--- src/hw/rtl/hcawr_pkg.sv ---
`timescale 1ns / 1ps

package hcawr_pkg;

    localparam int SAMPLE_W       = 16;
    localparam int RATE_W         = 32;
    localparam int STEP_LIMIT_W   = 16;
    localparam int WINDOW_LIMIT_W = 7;
    localparam int CFG_DATA_W     = 16;
    localparam int CFG_IDX_W      = 2;
    localparam int MAX_WINDOW_DEF = 64;

    localparam logic [CFG_IDX_W-1:0] CFG_SMOOTH_ENABLE = 2'd0;
    localparam logic [CFG_IDX_W-1:0] CFG_STEP_LIMIT    = 2'd1;
    localparam logic [CFG_IDX_W-1:0] CFG_WINDOW_LIMIT  = 2'd2;

    localparam int DIV_N_W     = 32;
    localparam int DIV_D_W     = 16;
    localparam int DIV_CNT_W   = 5;
    localparam int DIV2_STEPS  = DIV_N_W / 2;

    typedef struct packed {
        logic                 start;
        logic [DIV_CNT_W-1:0] steps;
    } t_div_ctrl;

    typedef struct packed {
        logic busy;
        logic done;
    } t_div_stat;

    typedef enum logic [2:0] {
        ST_IDLE,
        ST_STEP,
        ST_DIV1,
        ST_WIN,
        ST_SPAN,
        ST_DIV2,
        ST_DONE
    } t_state;

endpackage

--- src/hw/rtl/hcawr_in_if.sv ---
`timescale 1ns / 1ps

interface hcawr_in_if;
    logic                                 valid;
    logic                                 ready;
    logic signed [hcawr_pkg::SAMPLE_W-1:0] count_sample;
    logic                                 restart;

    modport source (output valid, output count_sample, output restart, input ready);
    modport sink   (input valid, input count_sample, input restart, output ready);
endinterface

--- src/hw/rtl/hcawr_out_if.sv ---
`timescale 1ns / 1ps

interface hcawr_out_if;
    logic                               valid;
    logic                               ready;
    logic signed [hcawr_pkg::RATE_W-1:0] rate_q16;

    modport source (output valid, output rate_q16, input ready);
    modport sink   (input valid, input rate_q16, output ready);
endinterface

--- src/hw/rtl/hcawr_ram.sv ---
`timescale 1ns / 1ps

module hcawr_ram #(
    parameter int WIDTH = 16,
    parameter int DEPTH = 65
) (
    input  logic                     i_clk,
    input  logic                     i_we,
    input  logic [$clog2(DEPTH)-1:0] i_waddr,
    input  logic [WIDTH-1:0]         i_wdata,
    input  logic                     i_re,
    input  logic [$clog2(DEPTH)-1:0] i_raddr,
    output logic [WIDTH-1:0]         o_rdata
);

    logic [WIDTH-1:0] r_mem [DEPTH];

    always_ff @(posedge i_clk) begin
        if (i_we) begin
            r_mem[i_waddr] <= i_wdata;
        end
        if (i_re) begin
            o_rdata <= r_mem[i_raddr];
        end
    end

endmodule

--- src/hw/rtl/hcawr_div.sv ---
`timescale 1ns / 1ps

module hcawr_div (
    input  logic                            i_clk,
    input  logic                            i_rst_n,
    input  hcawr_pkg::t_div_ctrl            i_ctrl,
    input  logic [hcawr_pkg::DIV_N_W-1:0]   i_num,
    input  logic [hcawr_pkg::DIV_D_W-1:0]   i_den,
    output hcawr_pkg::t_div_stat            o_stat,
    output logic [hcawr_pkg::DIV_N_W-1:0]   o_quo
);
    import hcawr_pkg::*;

    // Two restoring long-division steps per cycle, numerator taken from the top bit down.
    function automatic logic [DIV_D_W:0] div_step(input logic [DIV_D_W-1:0] rem,
                                                  input logic               nbit,
                                                  input logic [DIV_D_W-1:0] den);
        logic [DIV_D_W:0] trial;
        logic [DIV_D_W:0] diff;
        trial = {rem, nbit};
        diff  = trial - {1'b0, den};
        if (trial >= {1'b0, den}) begin
            return {1'b1, diff[DIV_D_W-1:0]};
        end
        return {1'b0, trial[DIV_D_W-1:0]};
    endfunction

    logic [DIV_N_W-1:0]   r_num;
    logic [DIV_D_W-1:0]   r_den;
    logic [DIV_D_W-1:0]   r_rem;
    logic [DIV_N_W-1:0]   r_quo;
    logic [DIV_CNT_W-1:0] r_cnt;
    logic                 r_busy;
    logic                 r_done;
    logic [DIV_D_W:0]     s_st1;
    logic [DIV_D_W:0]     s_st2;

    assign s_st1 = div_step(r_rem, r_num[DIV_N_W-1], r_den);
    assign s_st2 = div_step(s_st1[DIV_D_W-1:0], r_num[DIV_N_W-2], r_den);

    always_ff @(posedge i_clk) begin
        if (!i_rst_n) begin
            r_busy <= 1'b0;
            r_done <= 1'b0;
            r_cnt  <= '0;
        end else begin
            r_done <= 1'b0;
            if (i_ctrl.start) begin
                r_busy <= 1'b1;
                r_cnt  <= i_ctrl.steps;
            end else if (r_busy) begin
                r_cnt <= r_cnt - 1'b1;
                if (r_cnt == DIV_CNT_W'(1)) begin
                    r_busy <= 1'b0;
                    r_done <= 1'b1;
                end
            end
        end
    end

    always_ff @(posedge i_clk) begin
        if (i_ctrl.start) begin
            r_num <= i_num;
            r_den <= i_den;
            r_rem <= '0;
            r_quo <= '0;
        end else if (r_busy) begin
            r_num <= {r_num[DIV_N_W-3:0], 2'b00};
            r_rem <= s_st2[DIV_D_W-1:0];
            r_quo <= {r_quo[DIV_N_W-3:0], s_st1[DIV_D_W], s_st2[DIV_D_W]};
        end
    end

    assign o_stat.busy = r_busy;
    assign o_stat.done = r_done;
    assign o_quo       = r_quo;

endmodule

--- src/hw/rtl/hall_count_adaptive_window_rate_core.sv ---
`timescale 1ns / 1ps
// Channel   Direction  Payload                                  Accepted when
// i_in      in         count_sample (s16), restart (1)           i_in.valid & i_in.ready
// o_out     out        rate_q16 (s32, Q16.16)                    o_out.valid & o_out.ready
// i_cfg_*   in         register index, data (16)                 i_cfg_we
//
// Raw mode and restarts go from IDLE straight to DONE, which loads the output register once
// it is free. Smooth mode runs STEP, DIV1, WIN, SPAN and DIV2 before DONE; DIV1 is skipped
// for a zero step or one at or above the limit. DIV1 and DIV2 share the two-bit-per-cycle divider.
// One item is in work at a time; the next is accepted while a result waits at the output.
// Reset clears the control and config registers and the history valid bits; unwritten history
// entries read as the last restart value, zero after reset, so no clearing pass is needed.

module hall_count_adaptive_window_rate_core #(
    parameter int MAX_WINDOW = hcawr_pkg::MAX_WINDOW_DEF
) (
    input  logic                              i_clk,
    input  logic                              i_rst_n,
    hcawr_in_if.sink                          i_in,
    hcawr_out_if.source                       o_out,
    input  logic                              i_cfg_we,
    input  logic [hcawr_pkg::CFG_IDX_W-1:0]   i_cfg_idx,
    input  logic [hcawr_pkg::CFG_DATA_W-1:0]  i_cfg_data
);
    import hcawr_pkg::*;

    localparam int DEPTH     = MAX_WINDOW + 1;
    localparam int AW        = $clog2(DEPTH);
    localparam int D1_STEPS  = (STEP_LIMIT_W + AW + 1) / 2;
    localparam int D1_SHIFT  = DIV_N_W - 2 * D1_STEPS;

    t_state                    r_state;
    t_state                    n_state;
    logic                      r_smooth;
    logic [STEP_LIMIT_W-1:0]   r_sl;
    logic [WINDOW_LIMIT_W-1:0] r_wl;
    logic [SAMPLE_W-1:0]       r_prev;
    logic [SAMPLE_W-1:0]       r_fill;
    logic [DEPTH-1:0]          r_valid;
    logic [AW-1:0]             r_head;
    logic [SAMPLE_W-1:0]       r_sample;
    logic                      r_rd_valid;
    logic [AW-1:0]             r_window;
    logic                      r_neg;
    logic [RATE_W-1:0]         r_res;
    logic                      r_out_valid;
    logic [RATE_W-1:0]         r_out_data;

    logic                      s_in_acc;
    logic                      s_out_load;
    logic [AW-1:0]             s_wl;
    logic [AW-1:0]             s_head_nx;
    logic [AW-1:0]             s_win_addr;
    logic [AW:0]               s_wrap_addr;
    logic [SAMPLE_W-1:0]       s_hist;
    logic [SAMPLE_W:0]         s_step;
    logic [SAMPLE_W-1:0]       s_dmag;
    logic [STEP_LIMIT_W-1:0]   s_sl_rem;
    logic [AW+15:0]            s_prod;
    logic [AW-1:0]             s_quo_win;
    logic [SAMPLE_W-1:0]       s_span;
    logic [SAMPLE_W-1:0]       s_span_mag;
    logic [SAMPLE_W-1:0]       s_raw_diff;

    logic                      s_ram_we;
    logic                      s_ram_re;
    logic [AW-1:0]             s_ram_raddr;
    logic [SAMPLE_W-1:0]       s_ram_rdata;

    t_div_ctrl                 s_div_ctrl;
    t_div_stat                 s_div_stat;
    logic [DIV_N_W-1:0]        s_div_num;
    logic [DIV_D_W-1:0]        s_div_den;
    logic [DIV_N_W-1:0]        s_div_quo;

    assign s_in_acc   = i_in.valid && i_in.ready;
    assign s_out_load = (r_state == ST_DONE) && (!r_out_valid || o_out.ready);

    always_comb begin
        if (r_wl == '0) begin
            s_wl = AW'(1);
        end else if (int'(r_wl) > MAX_WINDOW) begin
            s_wl = AW'(MAX_WINDOW);
        end else begin
            s_wl = AW'(r_wl);
        end
    end

    assign s_head_nx   = (r_head == AW'(DEPTH - 1)) ? '0 : r_head + 1'b1;
    assign s_wrap_addr = {1'b0, r_head} + (AW+1)'(DEPTH) - {1'b0, r_window};
    assign s_win_addr  = (r_head >= r_window) ? r_head - r_window : s_wrap_addr[AW-1:0];

    assign s_hist     = r_rd_valid ? s_ram_rdata : r_fill;
    assign s_step     = {r_sample[SAMPLE_W-1], r_sample} - {s_hist[SAMPLE_W-1], s_hist};
    assign s_dmag     = s_step[SAMPLE_W] ? SAMPLE_W'(-s_step) : s_step[SAMPLE_W-1:0];
    assign s_sl_rem   = r_sl - s_dmag;
    assign s_prod     = {16'b0, s_wl} * {{AW{1'b0}}, s_sl_rem};
    assign s_quo_win  = (s_div_quo[AW-1:0] == '0) ? AW'(1) : s_div_quo[AW-1:0];
    assign s_span     = r_sample - s_hist;
    assign s_span_mag = s_span[SAMPLE_W-1] ? -s_span : s_span;
    assign s_raw_diff = i_in.count_sample - r_prev;

    always_comb begin
        n_state = r_state;
        unique case (r_state)
            ST_IDLE: begin
                if (s_in_acc) begin
                    if (r_smooth && !i_in.restart) begin
                        n_state = ST_STEP;
                    end else begin
                        n_state = ST_DONE;
                    end
                end
            end
            ST_STEP: begin
                if ((s_dmag >= r_sl) || (s_dmag == '0)) begin
                    n_state = ST_WIN;
                end else begin
                    n_state = ST_DIV1;
                end
            end
            ST_DIV1: begin
                if (s_div_stat.done) begin
                    n_state = ST_WIN;
                end
            end
            ST_WIN:  n_state = ST_SPAN;
            ST_SPAN: n_state = ST_DIV2;
            ST_DIV2: begin
                if (s_div_stat.done) begin
                    n_state = ST_DONE;
                end
            end
            ST_DONE: begin
                if (s_out_load) begin
                    n_state = ST_IDLE;
                end
            end
            default: n_state = ST_IDLE;
        endcase
    end

    always_comb begin
        i_in.ready       = 1'b0;
        s_ram_we         = 1'b0;
        s_ram_re         = 1'b0;
        s_ram_raddr      = r_head;
        s_div_ctrl.start = 1'b0;
        s_div_ctrl.steps = DIV_CNT_W'(DIV2_STEPS);
        s_div_num        = {s_span_mag, {(DIV_N_W-SAMPLE_W){1'b0}}};
        s_div_den        = DIV_D_W'(r_window);
        unique case (r_state)
            ST_IDLE: begin
                i_in.ready = 1'b1;
                if (s_in_acc && r_smooth && !i_in.restart) begin
                    s_ram_we = 1'b1;
                    s_ram_re = 1'b1;
                end
            end
            ST_STEP: begin
                if ((s_dmag < r_sl) && (s_dmag != '0)) begin
                    s_div_ctrl.start = 1'b1;
                end
                s_div_ctrl.steps = DIV_CNT_W'(D1_STEPS);
                s_div_num        = DIV_N_W'(s_prod) << D1_SHIFT;
                s_div_den        = r_sl;
            end
            ST_WIN: begin
                s_ram_re    = 1'b1;
                s_ram_raddr = s_win_addr;
            end
            ST_SPAN: begin
                s_div_ctrl.start = 1'b1;
            end
            ST_DIV1, ST_DIV2, ST_DONE: begin
            end
            default: begin
            end
        endcase
    end

    always_ff @(posedge i_clk) begin
        if (!i_rst_n) begin
            r_smooth <= 1'b0;
            r_sl     <= STEP_LIMIT_W'(1);
            r_wl     <= WINDOW_LIMIT_W'(1);
        end else if (i_cfg_we) begin
            unique case (i_cfg_idx)
                CFG_SMOOTH_ENABLE: r_smooth <= i_cfg_data[0];
                CFG_STEP_LIMIT:    r_sl     <= i_cfg_data[STEP_LIMIT_W-1:0];
                CFG_WINDOW_LIMIT:  r_wl     <= i_cfg_data[WINDOW_LIMIT_W-1:0];
                default: begin
                end
            endcase
        end
    end

    always_ff @(posedge i_clk) begin
        if (!i_rst_n) begin
            r_state     <= ST_IDLE;
            r_prev      <= '0;
            r_fill      <= '0;
            r_valid     <= '0;
            r_head      <= '0;
            r_out_valid <= 1'b0;
        end else begin
            r_state <= n_state;
            if (s_in_acc) begin
                if (!r_smooth) begin
                    r_prev <= i_in.count_sample;
                end else if (i_in.restart) begin
                    r_fill  <= i_in.count_sample;
                    r_valid <= '0;
                end else begin
                    r_valid[s_head_nx] <= 1'b1;
                    r_head             <= s_head_nx;
                end
            end
            if (s_out_load) begin
                r_out_valid <= 1'b1;
            end else if (o_out.ready) begin
                r_out_valid <= 1'b0;
            end
        end
    end

    always_ff @(posedge i_clk) begin
        if (s_in_acc) begin
            r_sample   <= i_in.count_sample;
            r_rd_valid <= r_valid[r_head];
            if (!r_smooth && !i_in.restart) begin
                r_res <= {s_raw_diff, {(RATE_W-SAMPLE_W){1'b0}}};
            end else begin
                r_res <= '0;
            end
        end
        if (r_state == ST_STEP) begin
            if (s_dmag >= r_sl) begin
                r_window <= AW'(1);
            end else begin
                r_window <= s_wl;
            end
        end
        if ((r_state == ST_DIV1) && s_div_stat.done) begin
            r_window <= s_quo_win;
        end
        if (r_state == ST_WIN) begin
            r_rd_valid <= r_valid[s_win_addr];
        end
        if (r_state == ST_SPAN) begin
            r_neg <= s_span[SAMPLE_W-1];
        end
        if ((r_state == ST_DIV2) && s_div_stat.done) begin
            r_res <= r_neg ? -s_div_quo : s_div_quo;
        end
        if (s_out_load) begin
            r_out_data <= r_res;
        end
    end

    assign o_out.valid    = r_out_valid;
    assign o_out.rate_q16 = r_out_data;

    hcawr_ram #(
        .WIDTH (SAMPLE_W),
        .DEPTH (DEPTH)
    ) u_hist_ram (
        .i_clk   (i_clk),
        .i_we    (s_ram_we),
        .i_waddr (s_head_nx),
        .i_wdata (i_in.count_sample),
        .i_re    (s_ram_re),
        .i_raddr (s_ram_raddr),
        .o_rdata (s_ram_rdata)
    );

    hcawr_div u_div (
        .i_clk   (i_clk),
        .i_rst_n (i_rst_n),
        .i_ctrl  (s_div_ctrl),
        .i_num   (s_div_num),
        .i_den   (s_div_den),
        .o_stat  (s_div_stat),
        .o_quo   (s_div_quo)
    );

    a_div_start_idle: assert property (@(posedge i_clk) disable iff (!i_rst_n)
        s_div_ctrl.start |-> !s_div_stat.busy)
        else $error("divider started while busy");

    a_window_range: assert property (@(posedge i_clk) disable iff (!i_rst_n)
        (r_state == ST_WIN) |-> ((r_window != '0) && (int'(r_window) <= MAX_WINDOW)))
        else $error("window out of range");

    a_win_addr_not_head: assert property (@(posedge i_clk) disable iff (!i_rst_n)
        (r_state == ST_WIN) |-> (s_win_addr != r_head))
        else $error("window read hits the newest entry");

    a_head_in_range: assert property (@(posedge i_clk) disable iff (!i_rst_n)
        int'(r_head) < DEPTH)
        else $error("history pointer out of range");

    a_head_advance: assert property (@(posedge i_clk) disable iff (!i_rst_n)
        (s_in_acc && r_smooth && !i_in.restart) |=> (r_head != $past(r_head)))
        else $error("history pointer did not advance");

endmodule
--- src/flat_wrapper.sv ---
// flat-port wrapper written by rule: the top's interface ports become plain ports
module hall_count_adaptive_window_rate_core_flat import hcawr_pkg::*;
#(
    parameter int MAX_WINDOW = hcawr_pkg::MAX_WINDOW_DEF
)
  (i_clk, i_rst_n, i_cfg_we, i_cfg_idx, i_cfg_data, i_in_valid, i_in_count_sample, i_in_restart, i_in_ready, o_out_valid, o_out_rate_q16, o_out_ready);
  hcawr_in_if i_in_i ();
  hcawr_out_if o_out_i ();
  input  logic i_clk;
  input  logic i_rst_n;
  input  logic i_cfg_we;
  input  logic [hcawr_pkg::CFG_IDX_W-1:0] i_cfg_idx;
  input  logic [hcawr_pkg::CFG_DATA_W-1:0] i_cfg_data;
  input wire logic [$bits(i_in_i.valid)-1:0] i_in_valid;
  input wire logic [$bits(i_in_i.count_sample)-1:0] i_in_count_sample;
  input wire logic [$bits(i_in_i.restart)-1:0] i_in_restart;
  output wire logic [$bits(i_in_i.ready)-1:0] i_in_ready;
  output wire logic [$bits(o_out_i.valid)-1:0] o_out_valid;
  output wire logic [$bits(o_out_i.rate_q16)-1:0] o_out_rate_q16;
  input wire logic [$bits(o_out_i.ready)-1:0] o_out_ready;
  assign i_in_i.valid = i_in_valid;
  assign i_in_i.count_sample = i_in_count_sample;
  assign i_in_i.restart = i_in_restart;
  assign i_in_ready = i_in_i.ready;
  assign o_out_valid = o_out_i.valid;
  assign o_out_rate_q16 = o_out_i.rate_q16;
  assign o_out_i.ready = o_out_ready;
  hall_count_adaptive_window_rate_core #(.MAX_WINDOW(MAX_WINDOW)) u_core (.i_clk(i_clk), .i_rst_n(i_rst_n), .i_in(i_in_i), .o_out(o_out_i), .i_cfg_we(i_cfg_we), .i_cfg_idx(i_cfg_idx), .i_cfg_data(i_cfg_data));
endmodule
--- config.mk ---
export PLATFORM = sky130hd
export DESIGN_NAME = hall_count_adaptive_window_rate_core_flat
export DESIGN_NICKNAME = d
export VERILOG_FILES = /design/src/hw/rtl/hcawr_pkg.sv /design/src/hw/rtl/hcawr_in_if.sv /design/src/hw/rtl/hcawr_out_if.sv /design/src/hw/rtl/hcawr_ram.sv /design/src/hw/rtl/hcawr_div.sv /design/src/hw/rtl/hall_count_adaptive_window_rate_core.sv /design/src/flat_wrapper.sv
export SDC_FILE = /design/constraint.sdc
export NUM_CORES = 2
export LEC_CHECK = 0
export BUFFER_PORTS_ARGS = -buffer_cell sky130_fd_sc_hd__buf_2
export CAP_MARGIN = 20
export CORE_AREA = 10 10 360 362
export DETAILED_ROUTE_END_ITERATION = 8
export DIE_AREA = 0 0 370 372
export GPL_TIMING_DRIVEN = 0
export HOLD_SLACK_MARGIN = 0.06
export MAX_ROUTING_LAYER = met4
export PLACE_DENSITY_LB_ADDON = 0.3
export RECOVER_POWER = 100
export SKIP_LAST_GASP = 1
export SLEW_MARGIN = 30
export SYNTH_ARGS = -nofsm -noshare
export SYNTH_HDL_FRONTEND = slang
export SYNTH_SLANG_ARGS = --single-unit
--- constraint.sdc ---
create_clock -name i_clk -period 20.4 [get_ports i_clk]
set_clock_uncertainty 0.1 [all_clocks]
set_input_delay 2.04 -clock i_clk [delete_from_list [all_inputs] [get_ports i_clk]]
set_output_delay 2.04 -clock i_clk [all_outputs]
set_load 0.05 [all_outputs]
# After elaboration in Yosys (flattened, before gate mapping)
# Memory sizes are Yosys's and may differ from the RTL's. A register that Yosys moved wholly into a read port is not among the register bits.
# Cells that the tools add are included.
[op_classes]
n_addsub = 14
mul = 1
magnitude_cmp = 10
n_eq_ne = 14
muxes = 59
bitwise = 5
n_reduce_logical = 35
[op_table]
columns = ["op", "count"]
rows = [
  ["2-to-1 mux 32 bit", 7],
  ["subtractor 16 bit", 5],
  ["2-to-1 mux 7 bit", 10],
  ["2-to-1 mux 17 bit", 4],
  ["2-to-1 mux 65 bit", 1],
  ["bitwise OR 65 bit", 1],
  ["2-to-1 mux 16 bit", 3],
  ["greater-or-equal comparator 17 x 16 -> 1 bit", 2],
  ["negator 16 bit", 2],
  ["negator 32 bit", 1],
  ["less-than comparator 7 x 8 -> 1 bit (second input constant)", 3],
  ["multiplier 7 x 16 -> 23 bit", 1],
  ["case mux 3 bit (7 select lines)", 1],
  ["2-to-1 mux 1 bit", 20],
  ["subtractor 16 x 16 -> 17 bit", 1],
  ["greater-or-equal comparator 16 bit", 1],
  ["logical NOT 16 bit", 1],
  ["less-than comparator 16 bit", 1],
  ["nonzero test 16 bit", 1],
  ["2-to-1 mux 3 bit", 5],
  ["2-to-1 mux 5 bit", 3],
  ["binary-select mux 1 bit (select 7 bit)", 2],
  ["logical NOT 7 bit", 2],
  ["subtractor 7 bit", 2],
  ["other kinds (28)", 58],
]
[word_totals]
ff_bits = 324
ram_bits = 1040
inputBits = 40
out_inout_bits = 34
word_cells = 162
mem_count = 1
[memory_table]
columns = ["name", "depth", "width", "read_ports", "rd_clocked_by_memory_dff", "wr", "line_no", "rtl"]
rows = [
  ["u_core.u_hist_ram.r_mem", 65, 16, 1, 1, 1, "hcawr_ram.sv:16", "logic [WIDTH-1:0] r_mem [DEPTH];"],
]

# Longest topological paths before layout
[depth]
depth_word = 9
mapped_depth = 40
depth_no_buf = 37

# Hierarchy
# From an unflattened synthesis, not the netlist that was laid out.
[unflattened]
hier_cells = 4550
hier_area_um2 = 64099.0
[modules_own_cells]
columns = ["module", "instances", "cells_per_inst", "area_per_inst_um2", "seq_area_each_um2"]
rows = [
  ["hcawr_ram", 1, 1919, 40456.3, 31710.4],
  ["hall_count_adaptive_window_rate_core", 1, 2078, 17981.0, 5315.1],
  ["hcawr_div", 1, 553, 5661.7, 2542.4],
]

# Worst setup path before layout
# Ideal clock, no wire load.
[synth_timing]
path_kind = "register to register"
start = "register u_core.r_rd_valid"
end = "register u_core.u_div.r_num[27], data pin"
setup_time_ns = 0.260
arrival_time_ns = 9.943
required_ns = 20.040
slack_ns = 10.097
path_stages_with_launch = 39
path_buffers = 5
period_less_slack_ns = 10.303
cell_sequence = "edfxtp_1 -> clkbuf_1 -> clkbuf_1 -> mux2i_1 -> ha_1 -> buf_2 -> nand2_1 -> nor4_2 -> o21ai_0 -> o31ai_2 -> buf_2 -> buf_1 -> mux2i_1 -> ha_1 -> nor2b_1 -> o21ai_0 -> a21boi_0 -> o21ai_0 -> [3 not listed] -> maj3_1 -> xnor2_1 -> nor2_1 -> fa_1 -> fa_1 -> fa_1 -> inv_1 -> fa_1 -> inv_1 -> ha_1 -> or3_1 -> o311ai_0 -> o211ai_1 -> o211ai_1 -> xnor2_1 -> nor2_1 -> a21oi_1 -> mux2_4"
[synth_between]
elab_chain_cells = 9
elab_cells_between_ends = 16
cone_classes = "add/sub: 5; mul: 1; order compare: 1; mux: 7; reduce/logical: 2"
[synth_rtl]
columns = ["element", "line_no", "rtl"]
rows = [
  ["from (decl)", "hall_count_adaptive_window_rate_core.sv:42", "logic r_rd_valid;"],
  ["from (signal assigned)", "hall_count_adaptive_window_rate_core.sv:230", "r_rd_valid <= r_valid[r_head];"],
  ["from (signal assigned)", "hall_count_adaptive_window_rate_core.sv:248", "r_rd_valid <= r_valid[s_win_addr];"],
  ["2-to-1 mux 16 bit *", "hall_count_adaptive_window_rate_core.sv:93", "assign s_hist = r_rd_valid ? s_ram_rdata : r_fill;"],
  ["parallel branches: the longest is 7 deep, another holds multiplier 7 x 16 -> 23 bit", "-", ""],
  ["2-to-1 mux 32 bit *", "hcawr_div.sv:62", "if (i_ctrl.start) begin"],
  ["to (signal assigned)", "hcawr_div.sv:63", "r_num <= i_num;"],
  ["to (signal assigned)", "hcawr_div.sv:68", "r_num <= {r_num[DIV_N_W-3:0], 2'b00};"],
  ["to (decl)", "hcawr_div.sv:28", "logic [DIV_N_W-1:0] r_num;"],
]
# Every way passes the cells marked *.
# A chain may end at the register's enable or synchronous reset.

# Final worst setup path
# Same ends and word-level chain as after synthesis.

==> results.cfg <==
[timing]
fmax_ghz = 0.07238
fin_crit_ps = 13820
hold_viol = 0
rsz0062_at_grt = no
slew_headroom = -1.583
fin_ws_ps = 6585
tns_ps = 0
setup_viol = 0
tightest_slew_ps = 3875
slew_viol_final = 1749
post-route-period-util = 0.6772

[route]
wl_met3_um = 19980
drt_pass1_iterations = 6
vias_per_cell = 6.256
dr_total_vias = 45459
dr.max_layer_used = met4
avgRoutedWirePerCell_um = 27.36
drc = 0
detail_route.iter0.violations = 5571
ant_nets = 0
wl_met1_um = 73440
dr_wl_met2_um = 92630
wl_um = 198800

[worst_setup_path]
crit_top_cell = clkbuf_1
slowest_delay_ps = 1130
start_kind = flop
crit_type = reg2reg
worstPathMaxFanout = 10
cp-end-kind = flop
r2r_cells = 38
cp_slowest_cell = o31ai_1
critPathArrivalTime_ps = 14220
cp.required_ps = 20810

[placed_design]
dp_slack_ps = 7606
gp_congestion = 0.9891
dp.cells = 7004
io_buffers = 72
hpwlAfterDp_um = 140500

[floorplanning]
die_h_um = 372
die_area_sq_mm = 0.1376
std_cell_rows = 129
core_sq_mm = 0.1227
start_util = 0.5241
die_w_um = 370
num_io_pins = 74

[synthesis]
syn_area_sq_mm = 0.06429
yosysTopAreaCell = edfxtp_1
synth_ff_type = edfxtp_1
syn_inst = 5243
synth_top_cells_by_area = edfxtp_1 55%, dfxtp_1 5.8%, nand2_1 4.6%
seq_area_frac_synth = 0.6118
yosysMostFrequentCell = edfxtp_1
avgSynthCellArea_sq_um = 12.26
yosysWarnings = 0
synth_common_cells = 1185 x edfxtp_1, 788 x nand2_1, 344 x nor2_1, 258 x clkbuf_1, 221 x mux2i_1
syn_nets = 5502
netlist.area_leader.share = 0.5535
ys_ff_latch = 1372
synth-edff-count = 1185
ys_types = 97
async_flop_share = 0

[finish]
area_growth_pct = 11.26
drive_gt1_frac = 0.06760
nets = 5770
n_fill_cell = 9854
fin_util = 0.5830
final_cell_count_no_fill = 7266

[clocking]
post-cts-setup-buffers = 0
cts.sinks = 1372
ctsResizeCount = 0
clk_latency_ps = 790
cts_tree = done
cts-root-buf = clkbuf_16
hold_buffers = 0
cts_htree_levels = 4
cts_buffers = 141
clk_pin_slew_worst_paths_ps = 60
cts_buffer_depth = 3

[global_route]
grt_first_pass_wirelength_um = 291600
grt_pass1_vias = 44644
grt_max_degree = 70
antenna_found_initial = 11
grt_use_total = 0.2932
grt-ovfl-total = 0

[run_status]
violations = max-capacitance violations, max-slew violations
outcome = finished, violations left

[pwr]
leakagePower_nw = 24.85
ir_drop_uv = 105.6
power.density_mw_per_mm2 = 130.2
finalPower_mw = 9.312

[min_path]
hp-class = reg2reg
hold_depth = 0

[run]
maxCapViolCount = 63
-- where the power goes --
group          switching, mW  total, mW  internal, mW
Clock                   1.10       2.63          1.53
Sequential            0.0621       3.28          3.22
Combinational           2.19       3.40          1.20
-- worst max-delay path, delay by kind of cell (launching register included) --
family	cells	cell delay, ps
compound gates	11	3880
fa+ha+maj	9	3650
buf+inv	7	2300
simple gates	6	1580
mux	3	890
xor+xnor	2	700
flops	1	400
-- layout by cell type, fill, tap and decap left out, types with 37 or more instances in the layout --
cell,count
nor2b_1,97
a22oi_1,41
nand2_1,788
a21oi_1,173
clkbuf_1,398
clkbuf_16,146
xor2_1,51
o21ai_0,92
nor2_1,342
nor3_1,63
and3_1,122
a21boi_0,62
edfxtp_1,1185
dfxtp_1,187
a211oi_1,113
fa_1,80
o22ai_1,37
a311oi_1,52
nand2b_1,38
inv_1,171
mux2i_1,221
xnor2_1,95
a31oi_1,84
mux4_2,49
ha_1,139
nand3_1,193
-- per-layer routing --
metal / up-vias / GRT usage
met2: 2602 / 0.4614
met1: 22333 / 0.3563
met4: 0 / 0.1617
met5: - / -
met3: 536 / 0.05659
li1: 19988 / -
-- sequential cells by signal, indices dropped and copies added (netlist names), 24 cells and up --
signal	cells
u_core.o_out.rate_q16	32
u_core.r_res	32
u_core.r_valid	65
u_core.u_div.o_quo	32
u_core.u_div.r_num	24
u_core.u_hist_ram.r_mem	1040
-- cell families (layout without fill, tap and decap cells) --
logic type                 count (synthesis)  after routing  synth area share
adders and majority gates                224            224           0.05276
buffers and inverters                    476            854           0.02840
AOI/OAI and AO/OA                        922            922            0.1006
other                                      0              8                 0
muxes                                    295            295           0.05631
xor gates and xnor gates                 150            150           0.02088
DFF                                     1372           1372            0.6118
and+or+nand+nor                         1804           1804            0.1293
-- metrics by stage --
stage	area, sq um	hold slack, ps
after global routing	71520	326.4
after detailed placement	68340	304.5
final	71520	317.2
after CTS	73020	318.2
after floorplan	64290	300.3
after global placement	66690	304.0
-- path summary, 6_finish.rpt --
check / from / to / slack, ps
worst max-delay path: u_core.r_rd_valid$_DFFE_PP_ / u_core.u_div.r_num[27]$_DFFE_PP_ / 6580
worst min-delay path: u_core.r_res[7]$_SDFFCE_PN0P_ / u_core.o_out.rate_q16[7]$_DFFE_PP_ / 320
worst max register to register: u_core.r_rd_valid$_DFFE_PP_ / u_core.u_div.r_num[27]$_DFFE_PP_ / 6580
worst min register to register: u_core.r_res[7]$_SDFFCE_PN0P_ / u_core.o_out.rate_q16[7]$_DFFE_PP_ / 320
-- cell type report --
class,count,area [sq um],share of cell area
sequential,1372,39330,0.5499
multi-input combinational,3395,23120,0.3233
clock buffer,182,3809,0.05325
tap,1637,2048,0.02864
buffer,300,1152,0.01611
clock inverter,71,864.6,0.01209
inverter,176,661.9,0.009254
timing repair buffer,125,513.0,0.007173
antenna,8,20.02,0.0002799
No activity file was read; power rests on OpenSTA's default activity.
